[src/ssv_pkg.sv]
// ----------------------------------------------------------------------------
// ssv_pkg
// Shared types and constants of the session sequence validator: message
// kinds, error codes, table sizes and the item passed from front to back.
// ----------------------------------------------------------------------------
package ssv_pkg;

    localparam int NODE_COUNT       = 64;
    localparam int DEVICES_PER_NODE = 16;
    localparam int NODE_AW          = $clog2(NODE_COUNT);
    localparam int DEV_AW           = $clog2(DEVICES_PER_NODE);
    localparam int SEQ_W            = 8;
    localparam int BD_W             = 64;
    localparam int QUEUE_DEPTH      = 2;
    localparam int QUEUE_AW         = $clog2(QUEUE_DEPTH);
    localparam int QUEUE_CW         = $clog2(QUEUE_DEPTH + 1);

    localparam int S_TDATA_W = 88;
    localparam int S_TUSER_W = 5;
    localparam int M_TDATA_W = 16;

    typedef enum logic [2:0] {
        MSG_NBIRTH = 3'd0,
        MSG_NDEATH = 3'd1,
        MSG_NDATA  = 3'd2,
        MSG_DBIRTH = 3'd3,
        MSG_DDATA  = 3'd4,
        MSG_DDEATH = 3'd5,
        MSG_OTHER  = 3'd6
    } msg_kind_t;

    typedef enum logic [2:0] {
        ERR_NONE        = 3'd0,
        ERR_BIRTH_SEQ   = 3'd1,
        ERR_NO_BDSEQ    = 3'd2,
        ERR_NO_NBIRTH   = 3'd3,
        ERR_NO_DBIRTH   = 3'd4
    } err_code_t;

    typedef struct packed {
        msg_kind_t              kind;
        logic [NODE_AW-1:0]     node;
        logic [DEV_AW-1:0]      dev;
        logic                   has_seq;
        logic [SEQ_W-1:0]       seq;
        logic                   has_bd;
        logic [BD_W-1:0]        bd;
    } item_t;

endpackage

[src/ssv_front.sv]
// ----------------------------------------------------------------------------
// ssv_front
// Accepts messages, decodes the type and masks the bd_seq field when absent,
// and holds them in a two-entry queue for the back end.
// ----------------------------------------------------------------------------
module ssv_front
    import ssv_pkg::*;
(
    input  logic                 aclk,
    input  logic                 aresetn,
    input  logic                 s_tvalid,
    output logic                 s_tready,
    input  logic [S_TDATA_W-1:0] s_tdata,
    input  logic [S_TUSER_W-1:0] s_tuser,
    output logic                 q_valid,
    output item_t                q_item,
    input  logic                 q_pop
);

    item_t               queue_reg [QUEUE_DEPTH];
    logic [QUEUE_AW-1:0] wr_ptr_reg, wr_ptr_next;
    logic [QUEUE_AW-1:0] rd_ptr_reg, rd_ptr_next;
    logic [QUEUE_CW-1:0] count_reg, count_next;
    item_t               new_item;
    logic                push;

    always_comb begin
        unique case (s_tuser[2:0])
            MSG_NBIRTH: new_item.kind = MSG_NBIRTH;
            MSG_NDEATH: new_item.kind = MSG_NDEATH;
            MSG_NDATA:  new_item.kind = MSG_NDATA;
            MSG_DBIRTH: new_item.kind = MSG_DBIRTH;
            MSG_DDATA:  new_item.kind = MSG_DDATA;
            MSG_DDEATH: new_item.kind = MSG_DDEATH;
            default:    new_item.kind = MSG_OTHER;
        endcase
        new_item.node    = s_tdata[NODE_AW-1:0];
        new_item.dev     = s_tdata[6 +: DEV_AW];
        new_item.has_seq = s_tuser[3];
        new_item.seq     = s_tdata[17:10];
        new_item.has_bd  = s_tuser[4];
        new_item.bd      = s_tuser[4] ? s_tdata[81:18] : '0;
    end

    assign s_tready = (count_reg != QUEUE_CW'(QUEUE_DEPTH));
    assign push     = s_tvalid && s_tready;
    assign q_valid  = (count_reg != '0);
    assign q_item   = queue_reg[rd_ptr_reg];

    always_comb begin
        wr_ptr_next = push ? wr_ptr_reg + 1'b1 : wr_ptr_reg;
        rd_ptr_next = q_pop ? rd_ptr_reg + 1'b1 : rd_ptr_reg;
        count_next  = count_reg;
        if (push && !q_pop) begin
            count_next = count_reg + 1'b1;
        end else if (!push && q_pop) begin
            count_next = count_reg - 1'b1;
        end
    end

    always_ff @(posedge aclk) begin
        if (!aresetn) begin
            wr_ptr_reg <= '0;
            rd_ptr_reg <= '0;
            count_reg  <= '0;
        end else begin
            wr_ptr_reg <= wr_ptr_next;
            rd_ptr_reg <= rd_ptr_next;
            count_reg  <= count_next;
        end
    end

    always_ff @(posedge aclk) begin
        if (push) begin
            queue_reg[wr_ptr_reg] <= new_item;
        end
    end

endmodule

[config.mk]
export PLATFORM = sky130hd
export DESIGN_NAME = ssv_front
export DESIGN_NICKNAME = d
export VERILOG_FILES = /design/src/ssv_pkg.sv /design/src/ssv_front.sv
export SDC_FILE = /design/constraint.sdc
export NUM_CORES = 1
export LEC_CHECK = 0
export ABC_AREA = 1
export CORE_UTILIZATION = 53
export DETAILED_ROUTE_END_ITERATION = 8
export DONT_BUFFER_PORTS = 1
export PLACE_DENSITY = 0.74
export SYNTH_ARGS = -nofsm -noshare
export SYNTH_HDL_FRONTEND = slang
export SYNTH_SLANG_ARGS = --single-unit
[constraint.sdc]
create_clock -name aclk -period 5.26 [get_ports aclk]
set_input_delay 0.526 -clock aclk [delete_from_list [all_inputs] [get_ports aclk]]
set_output_delay 0.526 -clock aclk [all_outputs]
set_load 0.05 [all_outputs]
==> run summary <==
Nets: 547
max_cap viols: 0
CTS tree: yes
crit path max fanout: 59
hold_sp: s_tdata[16]
final worst path period need: 2.93 ns
Vias per Instance: 5.16
largest net degree at the start of global routing: 67
count of placed standard cells including taps: 606
Max VDD drop: 0.230 mV
Avg WL per Cell: 17.5 um
status: complete, no violations
drc violations: 0
area growth from synthesis to layout: 10.2%
Post-Synthesis Cells: 445
initial antenna violation count: 0
fraction of registers with async set/reset: 0%
Commonest cells post-synth: 174 x edfxtp_1, 73 x nand2_1, 72 x inv_1
Max clock buf depth: 2
synthesized flop and latch total: 179
IO Pins: 186
Die W: 118 um
Synth area leaders: edfxtp_1 73%, mux2_2 9.0%, mux2_4 6.3%, nand2_1 3.8%, inv_1 3.8%
Global Route Usage Sum: 16.8%
setup repair bufs after CTS: 0
GRT Residual Overflow: 0
flip-flop count of the largest register after layout: 174
Post-DRT Antenna Nets: 0
register area share after synthesis: 74.4%
Starting Density: 54.3%
Final Cell Area: 7890 um^2
ys flop type: edfxtp_1
post-synth cell types: 16
CP Class: flop to output pin
setup TNS: 0 ns
detailed-route wire length: 11.2 mm
fin cells: 638
Final Skew: 0.00528 ns
post-synth top area share: 73.0%
Syn Area/Cell: 16.1 um^2
f_max: 0.341 GHz
1st-iter DRT viols: 190
power density over the cells: 444 nW/um^2
Final period util: 55.7%
relative slew slack: 36.3%
worst path arrival time: 2.41 ns
chip height: 118 um
detailed-placement wirelength estimate: 7.00 mm
Hold Slack: 0.205 ns
Cell Area, Synth: 7160 um^2
final setup vio count: 0
first drt pass iteration count: 4
core area: 13200 um^2
Final Hold Fails: 0
crit path launch type: flop
vias: 3295
CP Data Required Time: 4.73 ns
Antenna Cells: 0
count leader, synth: edfxtp_1
num rows: 42
slew at the pin closest to its max-slew limit: 0.955 ns
max-slew violation count: 0
Port Buf Inserts: 0
area leader, netlist: edfxtp_1
Crit. End Element: output pin
htree depth: 4
root buf cell: clkbuf_16
syn nets: 543
placed cell area: 7320 um^2
Tot Pwr: 3.50 mW
Post-synth EDFFs: 174
Yosys warning count: 0
first-pass GRT wire length: 17.5 mm
FF-to-FF Start: count_reg[0]
vias in the first global route: 3516
clk sink count: 179
Placer Congestion: 0.746
Filler Cell Count: 1007
RSZ-0062 raised after global routing: no
Hold Buf Count CTS: 0
Lkg Pwr: 3.16 nW
TritonCTS buffer count: 17
post_cts resized: 0
Die ar.: 14000 um^2
clk slew on worst S/H paths: 0.06 ns
Hold Path Class: input pin to flop
share of layout cells above drive strength 1: 26.4%
Worst-Skew Late Latency: 0.41 ns
[final cells by class]
class                           count  area [um^2]  share of cell area, %
Multi-Input combinational cell    175         1460                   18.5
Timing Repair Buffer                4         42.5                  0.539
Tap cell                          176          220                   2.79
Clock buffer                       19          433                   5.49
Sequential cell                   179         5330                   67.5
Inverter                           72          270                   3.43
Clock inverter                     13          136                   1.73
[metrics by stage]
stage / util (%) / setup WS, ns
after floorplan: - / 0.156
after global placement: 55.5 / 2.57
after detailed placement: 55.5 / 2.50
after CTS: 59.8 / 2.24
after global routing: 59.8 / 2.17
final: 59.8 / 2.33
[worst paths after layout]
kind                      end  slack (ns)  cells after the start
min          queue_reg[0][71]        0.21                      0
max                 q_item[8]        2.33                      2
min reg2reg              flop        0.52                      2
max reg2reg  queue_reg[0][18]        2.55                      5
[placed cells by master, fill, tap and decap left out]
cell type | synthesis | final
buf_12 | 0 | 1
a21oi_1 | 1 | 1
buf_4 | 0 | 3
dfxtp_4 | 0 | 1
a21boi_0 | 1 | 1
clkinvlp_4 | 0 | 5
clkbuf_1 | 4 | 2
edfxtp_1 | 174 | 174
nor2_1 | 8 | 6
inv_1 | 72 | 72
ha_1 | 1 | 1
mux2_4 | 30 | 30
nor2_4 | 0 | 2
clkbuf_16 | 0 | 17
mux2_2 | 57 | 57
o21ai_0 | 2 | 2
clkinv_1 | 0 | 2
dfxtp_1 | 5 | 4
inv_6 | 0 | 1
clkinv_2 | 0 | 1
nand2_1 | 73 | 73
bufinv_16 | 0 | 2
nand4_1 | 1 | 1
nand3_1 | 1 | 1
clkinv_4 | 0 | 2
[worst max-delay path: stages, from the launching register on]
cell and delay, ns:
dfxtp_4 0.96, buf_4 0.50, mux2_2 0.52
[layer usage]
| layer | up-vias | part of all wire [%] | track usage, % |
|---|---|---|---|
| met5 | - | 0 | 0 |
| met4 | 0 | 1.7 | 7.45 |
| met3 | 17 | 7.9 | 6.56 |
| met1 | 1614 | 40 | 18.8 |
| li1 | 1539 | - | - |
| met2 | 125 | 51 | 28.4 |
[cell families after synthesis]
logic type | synth area share (%)
muxes | 15.3
buffers and inverters | 5.47
AOI/OAI and AO/OA | 0.315
and+or+nand+nor | 4.40
DFF | 74.4
adders and majority gates | 0.175
[report_power, final]
part           switching [mW]  internal [mW]
combinational           0.440          0.123
clock                   0.494          0.697
sequential             0.0428           1.70
Note: power is estimated with default switching activity, not from simulation.
